[src/hw/rtl/icaf_pkg.sv]
`timescale 1ns / 1ps
`default_nettype none
package icaf_pkg;

   // Fixed formats
   localparam int ANGLE_FRAC_BITS      = 16;
   localparam int CORDIC_STEPS_DEFAULT = 16;
   localparam int WORK_SHIFT           = 20;
   localparam int TABLE_FRAC           = 24;

   localparam int XW     = 40;  // CORDIC x / y width
   localparam int ZW     = 36;  // CORDIC angle width, 2^-24 degrees
   localparam int MA_W   = 34;  // multiplier operand a
   localparam int MB_W   = 26;  // multiplier operand b
   localparam int P_W    = MA_W + MB_W;
   localparam int ACC_W  = 64;
   localparam int INC_W  = 50;  // angle increment width
   localparam int R_W    = 33;  // scaled rate width
   localparam int TAB_W  = 30;

   localparam int CSR_INDEX_W = 2;
   localparam int CSR_DATA_W  = 16;

   localparam logic [23:0]          INV_GAIN_Q24 = 24'd10188014;
   localparam logic signed [ZW-1:0] HALF_TURN    = 36'sd3019898880;

   localparam logic [15:0] BLEND_RESET     = 16'd64225;
   localparam logic [15:0] SMOOTHING_RESET = 16'd32768;
   localparam logic [14:0] DEADBAND_RESET  = 15'd5;
   localparam logic [15:0] GAIN_RESET      = 16'd10218;

   // Register indexes on the configuration port
   typedef enum logic [CSR_INDEX_W-1:0] {
      REG_BLEND     = 2'd0,
      REG_SMOOTHING = 2'd1,
      REG_DEADBAND  = 2'd2,
      REG_GAIN      = 2'd3
   } csr_index_type;

   // Datapath operations
   typedef enum logic [3:0] {
      OP_SMA  = 4'd0,   // w * g
      OP_SMB  = 4'd1,   // (1 - w) * s, write smoothed rate
      OP_RG   = 4'd2,   // s * gain
      OP_DT   = 4'd3,   // r * dt, write increment
      OP_CLP  = 4'd4,   // load CORDIC for pitch
      OP_TKP  = 4'd5,   // take pitch angle and magnitude
      OP_MGL  = 4'd6,   // magnitude low part times inverse gain
      OP_MGH  = 4'd7,   // magnitude high part, write magnitude
      OP_CLR  = 4'd8,   // load CORDIC for roll
      OP_TKR  = 4'd9,   // take roll angle
      OP_PRED = 4'd10,  // prediction from gyro increment
      OP_BLA  = 4'd11,  // a * prediction
      OP_BLB  = 4'd12,  // (1 - a) * accel angle, write angle
      OP_YAW  = 4'd13   // integrate yaw
   } op_type;

   typedef struct packed {
      op_type     op;
      logic [1:0] axis;
   } instr_type;

   typedef struct packed {
      op_type     op;
      logic [1:0] axis;
      logic       load;
      logic       mul_en;
      logic       wb_en;
      logic       step_en;
      logic       out_load;
   } cmd_type;

   typedef struct packed {
      logic cordic_done;
   } status_type;

   localparam int          PROG_W    = 5;
   localparam logic [4:0]  PROG_LAST = 5'd24;

   // Operation sequence for one sample
   function automatic instr_type prog_op(input logic [PROG_W-1:0] pc);
      instr_type ins;
      ins.axis = 2'd0;
      ins.op   = OP_YAW;
      case (pc)
         5'd0:    begin ins.op = OP_SMA;  ins.axis = 2'd0; end
         5'd1:    begin ins.op = OP_SMB;  ins.axis = 2'd0; end
         5'd2:    begin ins.op = OP_RG;   ins.axis = 2'd0; end
         5'd3:    begin ins.op = OP_DT;   ins.axis = 2'd0; end
         5'd4:    begin ins.op = OP_SMA;  ins.axis = 2'd1; end
         5'd5:    begin ins.op = OP_SMB;  ins.axis = 2'd1; end
         5'd6:    begin ins.op = OP_RG;   ins.axis = 2'd1; end
         5'd7:    begin ins.op = OP_DT;   ins.axis = 2'd1; end
         5'd8:    begin ins.op = OP_SMA;  ins.axis = 2'd2; end
         5'd9:    begin ins.op = OP_SMB;  ins.axis = 2'd2; end
         5'd10:   begin ins.op = OP_RG;   ins.axis = 2'd2; end
         5'd11:   begin ins.op = OP_DT;   ins.axis = 2'd2; end
         5'd12:   ins.op = OP_CLP;
         5'd13:   ins.op = OP_TKP;
         5'd14:   ins.op = OP_MGL;
         5'd15:   ins.op = OP_MGH;
         5'd16:   ins.op = OP_CLR;
         5'd17:   ins.op = OP_TKR;
         5'd18:   begin ins.op = OP_PRED; ins.axis = 2'd0; end
         5'd19:   begin ins.op = OP_BLA;  ins.axis = 2'd0; end
         5'd20:   begin ins.op = OP_BLB;  ins.axis = 2'd0; end
         5'd21:   begin ins.op = OP_PRED; ins.axis = 2'd1; end
         5'd22:   begin ins.op = OP_BLA;  ins.axis = 2'd1; end
         5'd23:   begin ins.op = OP_BLB;  ins.axis = 2'd1; end
         default: begin ins.op = OP_YAW;  ins.axis = 2'd2; end
      endcase
      return ins;
   endfunction

   function automatic logic is_mul(input op_type op);
      logic m;
      case (op)
         OP_SMA, OP_SMB, OP_RG, OP_DT, OP_MGL, OP_MGH, OP_BLA, OP_BLB: m = 1'b1;
         default: m = 1'b0;
      endcase
      return m;
   endfunction

   // Arctangent of 2^-i in 2^-24 degrees
   function automatic logic [TAB_W-1:0] atan_entry(input logic [4:0] i);
      logic [TAB_W-1:0] t;
      case (i)
         5'd0:  t = 30'd754974720;
         5'd1:  t = 30'd445687602;
         5'd2:  t = 30'd235489088;
         5'd3:  t = 30'd119537938;
         5'd4:  t = 30'd60000934;
         5'd5:  t = 30'd30029717;
         5'd6:  t = 30'd15018523;
         5'd7:  t = 30'd7509720;
         5'd8:  t = 30'd3754917;
         5'd9:  t = 30'd1877466;
         5'd10: t = 30'd938734;
         5'd11: t = 30'd469367;
         5'd12: t = 30'd234684;
         5'd13: t = 30'd117342;
         5'd14: t = 30'd58671;
         5'd15: t = 30'd29335;
         5'd16: t = 30'd14668;
         5'd17: t = 30'd7334;
         5'd18: t = 30'd3667;
         5'd19: t = 30'd1833;
         5'd20: t = 30'd917;
         5'd21: t = 30'd458;
         5'd22: t = 30'd229;
         5'd23: t = 30'd115;
         5'd24: t = 30'd57;
         5'd25: t = 30'd29;
         5'd26: t = 30'd14;
         5'd27: t = 30'd7;
         5'd28: t = 30'd4;
         5'd29: t = 30'd2;
         5'd30: t = 30'd1;
         default: t = 30'd0;
      endcase
      return t;
   endfunction

   // Clamp to the 32-bit signed range
   function automatic logic signed [31:0] sat32(input logic signed [ACC_W-1:0] v);
      logic signed [31:0] r;
      if (v > 64'sd2147483647) begin
         r = 32'sh7FFFFFFF;
      end else if (v < -64'sd2147483648) begin
         r = 32'sh80000000;
      end else begin
         r = v[31:0];
      end
      return r;
   endfunction

endpackage
`default_nettype wire

[src/hw/rtl/icaf_controller.sv]
`timescale 1ns / 1ps
`default_nettype none
module icaf_controller (
   input  wire logic                 clock,
   input  wire logic                 reset,
   input  wire logic                 req_valid,
   output logic                      req_ready,
   output logic                      rsp_valid,
   input  wire logic                 rsp_ready,
   output icaf_pkg::cmd_type         cmd,
   input  wire icaf_pkg::status_type status
);

   typedef enum logic [4:0] {
      S_IDLE  = 5'b00001,
      S_ISSUE = 5'b00010,
      S_WB    = 5'b00100,
      S_CORD  = 5'b01000,
      S_FIN   = 5'b10000
   } state_type;

   state_type                     state_ff, state_in;
   logic [icaf_pkg::PROG_W-1:0]   pc_ff, pc_in;
   logic                          rsp_valid_ff, rsp_valid_in;
   icaf_pkg::instr_type           instr, next_instr;
   logic [icaf_pkg::PROG_W-1:0]   pc_next;

   assign instr      = icaf_pkg::prog_op(pc_ff);
   assign pc_next    = pc_ff + 5'd1;
   assign next_instr = icaf_pkg::prog_op(pc_next);

   // Sequence operations
   always_comb begin
      state_in     = state_ff;
      pc_in        = pc_ff;
      req_ready    = 1'b0;
      cmd          = '0;
      cmd.op       = instr.op;
      cmd.axis     = instr.axis;
      unique case (state_ff)
         S_IDLE: begin
            req_ready = 1'b1;
            if (req_valid) begin
               cmd.load = 1'b1;
               pc_in    = '0;
               state_in = icaf_pkg::is_mul(icaf_pkg::prog_op('0).op) ? S_ISSUE : S_WB;
            end
         end
         S_ISSUE: begin
            cmd.mul_en = 1'b1;
            state_in   = S_WB;
         end
         S_WB: begin
            cmd.wb_en = 1'b1;
            if (instr.op == icaf_pkg::OP_CLP || instr.op == icaf_pkg::OP_CLR) begin
               state_in = S_CORD;
            end else if (pc_ff == icaf_pkg::PROG_LAST) begin
               state_in = S_FIN;
            end else begin
               pc_in    = pc_next;
               state_in = icaf_pkg::is_mul(next_instr.op) ? S_ISSUE : S_WB;
            end
         end
         S_CORD: begin
            if (!status.cordic_done) begin
               cmd.step_en = 1'b1;
            end else begin
               pc_in    = pc_next;
               state_in = icaf_pkg::is_mul(next_instr.op) ? S_ISSUE : S_WB;
            end
         end
         S_FIN: begin
            if (!rsp_valid_ff || rsp_ready) begin
               cmd.out_load = 1'b1;
               state_in     = S_IDLE;
            end
         end
         default: state_in = S_IDLE;
      endcase
   end

   // Hold the result until the transaction completes
   always_comb begin
      if (cmd.out_load) begin
         rsp_valid_in = 1'b1;
      end else if (rsp_valid_ff && rsp_ready) begin
         rsp_valid_in = 1'b0;
      end else begin
         rsp_valid_in = rsp_valid_ff;
      end
   end

   assign rsp_valid = rsp_valid_ff;

   always_ff @(posedge clock) begin
      if (reset) begin
         state_ff     <= S_IDLE;
         pc_ff        <= '0;
         rsp_valid_ff <= 1'b0;
      end else begin
         state_ff     <= state_in;
         pc_ff        <= pc_in;
         rsp_valid_ff <= rsp_valid_in;
      end
   end

endmodule
`default_nettype wire

[config.mk]
export PLATFORM = sky130hd
export DESIGN_NAME = icaf_controller
export DESIGN_NICKNAME = d
export VERILOG_FILES = /design/src/hw/rtl/icaf_pkg.sv /design/src/hw/rtl/icaf_controller.sv
export SDC_FILE = /design/constraint.sdc
export NUM_CORES = 1
export LEC_CHECK = 0
export BUFFER_PORTS_ARGS = -buffer_cell sky130_fd_sc_hd__buf_2
export CAP_MARGIN = 10
export CORE_MARGIN = 1
export CORE_UTILIZATION = 35
export DETAILED_ROUTE_END_ITERATION = 16
export GPL_ROUTABILITY_DRIVEN = 0
export PLACE_DENSITY = 0.64
export SLEW_MARGIN = 20
export SYNTH_ARGS = -nofsm -noshare
export SYNTH_HDL_FRONTEND = slang
export SYNTH_SLANG_ARGS = --single-unit
[constraint.sdc]
create_clock -name clock -period 2.5 [get_ports clock]
set_input_delay 0.125 -clock clock [delete_from_list [all_inputs] [get_ports clock]]
set_output_delay 0.125 -clock clock [all_outputs]
set_load 0.01 [all_outputs]
-- After elaboration in Yosys (flattened, before gate mapping)
Memories as Yosys holds them, arrays and structs flattened.
Index checks and enable logic that the tools add are counted.
- add/subtract/negate cells: 1
- reductions and logical operators: 26
- mux-type cells: 32
- equality and inequality tests: 59
- operators with widths (cell ; number):
    $pmux W4 S13 ; 2
    $eq A5 B5 Y1 const B ; 18
    $eq A5 B4 Y1 const B ; 17
    $eq A5 B3 Y1 const B ; 9
    $mux W5 ; 9
    $eq A5 B2 Y1 const B ; 5
    $pmux W5 S5 ; 1
    $reduce_or A3 Y1 ; 8
    $mux W1 ; 16
    $eq A5 B1 Y1 const B ; 3
    $pmux W5 S3 ; 1
    $reduce_or A13 Y1 ; 1
    $reduce_or A2 Y1 ; 6
    $logic_not A5 Y1 ; 2
    $ne A2 B2 Y1 const B ; 5
    $reduce_or A7 Y1 ; 1
    $mux W3 ; 2
    $add A5 B1 Y5 const B ; 1
    $reduce_and A5 Y1 ; 1
    $eq A4 B3 Y1 const B ; 1
    $eq A4 B4 Y1 const B ; 1
    $pmux W2 S2 ; 1
    $reduce_and A3 Y1 ; 1
    $reduce_bool A3 Y1 ; 1
    4 further kinds ; 5
- word-level logic and storage cells: 123
- bits in registers: 11
- ROM bits: 32
- memories kept: 2
- output and inout bits: 13
- memories (name ; depth ; width ; rd ports ; clocked after memory_dff ; wr ports ; line ; source):
    (name not given) ; 16 ; 1 ; 1 ; 0 ; 0 ; icaf_pkg.sv:117 ; case (op)
    (name not given) ; 16 ; 1 ; 1 ; 0 ; 0 ; icaf_pkg.sv:117 ;

-- Depth between registers and ports, before layout
An unclocked memory read counts as a cell.
- depth after elaboration: 12
- gate-level depth with buffers: 11

-- Worst setup path before layout
OpenSTA, ideal clock, no wires.
- path type: register to register
- start: register pc_ff[1] (netlist bit)
- end: register pc_ff[2] (netlist bit)
- cell stages (with the launch flop): 11
- arrival: 2.365 ns
- period minus slack after synthesis: 2.456 ns
- required time: 2.409 ns
- path slack: 0.044 ns
- setup time: 0.091 ns
- cell sequence: dfxtp_1 > inv_1 > ha_1 > buf_2 > or2_1 > or3_1 > o2bb2ai_1 > mux2i_1 > a21oi_2 > a31oi_1 > a311oi_1
- RTL lines (item ; line ; source):
    from (decl) ; icaf_controller.sv:23 ; logic [icaf_pkg::PROG_W-1:0] pc_ff, pc_in;
    from (signal assigned) ; icaf_controller.sv:102 ; pc_ff <= pc_in;

-- Final worst setup path
- start: register pc_ff[1] (netlist bit)
- end: register pc_ff[2] (netlist bit)
- word-level cells in the longest chain between the ends: 7
- elaborated cells on any way between the ends: 44
- those cells by class: add/sub (1); eq/ne (28); mux (5); reduce/logical (10)
- RTL lines (item ; line ; source):
    $eq A5 B4 Y1, or another cell as far along ; icaf_pkg.sv:85 ; case (pc)
    $reduce_or A3 Y1 (no source line) / $reduce_or A2 Y1 (equally long branches) ; -- ;
    $pmux W4 S13 ; icaf_pkg.sv:85 ;
    $eq A4 B3 Y1 / $eq A4 B4 Y1 (equally long branches) ; icaf_controller.sv:55 ; if (instr.op == icaf_pkg::OP_CLP || instr.op == icaf_pkg::OP_CLR) begin
    $logic_or A1 B1 Y1 ; icaf_controller.sv:55 ;
    $ne A2 B2 Y1 (no source line) ; -- ;
    $reduce_and A5 Y1 (no source line) ; -- ;
Parallel ways exist; a longest one is shown, timed or not. The select of a mux whose other input is x is not followed.
A chain may end at the register's enable or synchronous reset.

==> impl_metrics.ini <==
[outcome]
outcome = complete, no violations

[routing]
wl_met1_um = 1429
wirelength_um = 3299
drc = 0
met3_length_um = 225
first_iter_violations = 83
vias_per_cell = 5.772
wl_met2_um = 1602
first_pass_iters = 4
wl_per_cell_um = 14.47
highest_layer = met4
ant_nets = 0
num_vias = 1316

[setup_path]
cp_top_family = compound AO/OA/AOI/OAI gates
crit_path_start_kind = flop
required_ns = 2.69
worst_ep_arrival_time_ns = 2.57
worstSetupPathType = reg -> reg
path_cells = inv_1 -> ha_2 -> or2_1 -> or3_1 -> o2bb2ai_2 -> mux2i_2 -> a21oi_2 -> a31oi_1 -> a311oi_1
critical_path.max_stage_delay_ns = 0.39
worst-path-buf-inv = 1
end_kind = flop
crit_slowest_cell = dfxtp_2
cp_max_fo = 10

[clock_network]
clock_latency_ns = 0.28
cts-htree-levels = 1
clkTransAtPathRegs_ns = 0.07
cts_inserted_buffers = 3
cts_sinks = 11
clockBufferDepth = 2
cts_hold_buf = 0
cts_tree = built
post_cts_buffers = 0
root_buffer = clkbuf_4

[die]
coreArea_sq_um = 3153
die_x_um = 60.46
io_pins = 18
row_count = 20
dieArea_sq_um = 3655
initial_core_util_pct = 37.94
fp.dieH_um = 60.46

[sta]
setup_viol = 0
clock.fmax_mhz = 420.1
tns_ns = 0
rsz0062_at_grt = no
maxSlewHeadroom_pct = 69.86
skew_ns = 0.001586
fin_ws_ns = 0.1197
tightest_slew_ns = 0.4479
hold_violations = 0
fin_crit_ns = 2.380
drv_slew = 0
period_share_pct = 95.21

[layout]
nNetsFinal = 196
area_delta_synth_final_pct = 19.46
drive_gt1_share_pct = 29.35
regArea_sq_um = 222.7
nFillCells = 320
diodes = 0
multi_input_area_sq_um = 945.9

[synth]
ys_types = 55
async_flop_share_pct = 0
ys_ff_latch = 11
synth_area_per_cell_sq_um = 7.249
synthesis.nets = 176
seq_area_frac_synth_pct = 18.41
ys_warn_count = 0
synthCells = 165
syn-cell-area_sq_um = 1196
ys.flop_type = dfxtp_1
synth_edf_count = 0

[global_routing]
grt_overflow = 0
grt_pass1_wl_um = 5264
grt_max_degree = 15
grt_pass1_vias = 1108
grtUsageTotal_pct = 18.94
antenna_found_initial = 0

[place]
port-buffer-count = 17
place_hpwl_um = 2438
dp_slack_ns = -0.04504

[pwr]
power_density_nw_per_um2 = 240.8
ir_worst_vdd_v = 0.0001425
p_leak_uw = 0.0005995

[min_path]
min_path_type = in -> reg

[run]
maxCapViolCount = 0
## cells in the final DEF (no fill, tap or decap), drive strengths merged, types with 2 or more instances in the layout
master	count
a31oi	2
xnor2	2
buf	24
or2	4
nor2b	5
nand2b	6
o22ai	4
nand2	19
and3	2
clkbuf	4
nand3	5
nor2	14
o21ai	8
o2bb2ai	3
nand4b	2
dfxtp	11
o21bai	3
nor3	4
inv	11
ha	6
nand3b	2
a21oi	10
a311oi	2
and2	3
o32ai	4
## cell type report
class	count	share of cell area, %
Clock buffer	4	1.839
Inverter	11	2.890
Multi-Input combinational cell	134	66.20
Sequential cell	11	15.59
Tap cell	44	3.853
Timing Repair Buffer	24	9.632
## synthesized netlist by cell type, types with 3 or more instances
cell	instances	area share (%)
o21ai_0	8	3.3
nor2_1	14	4.4
inv_1	9	2.8
or2_2	3	1.6
nor3_1	4	1.7
dfxtp_1	11	18
nand3_1	5	2.1
a21oi_1	9	3.8
nand2_1	19	6.0
buf_2	3	1.3
nor2b_1	5	2.6
ha_1	6	6.3
o22ai_1	4	2.1
nand2b_1	6	3.1
o21bai_1	3	1.9
o2bb2ai_1	3	2.2
clkbuf_1	4	1.3
## state kept, by name, summed over array words and instances (netlist names)
name / flops
rsp_valid: 1
state_ff: 5
pc_ff: 5
## power by group
part / switching (uW) / total (uW) / internal, uW
clock network: 63.5 / 126 / 62.0
logic: 21.4 / 37.3 / 15.8
registers: 3.41 / 181 / 178
## stage by stage
step | hold WS [ns] | util, % | instances | cell area [sq um] | power [uW]
after floorplan | 0.3338 | - | 165 | 1196 | 210.5
after global placement | 0.4262 | 42.62 | 224 | 1344 | 222.1
after detailed placement | 0.4464 | 42.62 | 224 | 1344 | 222.2
after CTS | 0.1480 | 44.21 | 228 | 1394 | 349.1
after global routing | 0.1628 | 45.32 | 228 | 1429 | 363.8
final | 0.1640 | 45.32 | 228 | 1429 | 344.1
## final timing paths
kind / startpoint / to / slack (ns) / cells past startpoint
worst max-delay path: pc_ff[1] / pc_ff[2] / 0.12 / 9
worst min register to register: rsp_valid / rsp_valid / 0.53 / 2
worst max register to register: pc_ff[1] / pc_ff[2] / 0.12 / 9
worst min-delay path: rsp_ready / rsp_valid / 0.16 / 3
## metal layers
layer,track usage (%),vias to the layer above
met2,28.57,61
met4,5.519,0
met1,27.06,603
li1,-,646
met3,4.051,6
met5,0,-
## logic make-up after synthesis
kind of cell | count (synthesis) | share of synthesized area, %
and+or+nand+nor | 74 | 33.89
AOI/OAI and AO/OA | 49 | 30.23
buffers and inverters | 20 | 7.217
DFF | 11 | 18.41
adders and majority gates | 7 | 7.217
xor gates and xnor gates | 3 | 2.197
muxes | 1 | 0.8369
## worst reg2reg max path, cell delays in order, from the launching register on
cell	delay [ns]
dfxtp_2	0.39
inv_1	0.10
ha_2	0.25
or2_1	0.26
or3_1	0.37
o2bb2ai_2	0.17
mux2i_2	0.12
a21oi_2	0.28
a31oi_1	0.12
a311oi_1	0.24
## what timing repair did
| item | CTS | global route |
|---|---|---|
| endpoints found under the setup margin | 5 | 7 |
| resized for setup | 5 | 11 |
| pin swaps | 0 | 1 |
Power figures use the tool's default switching activity.
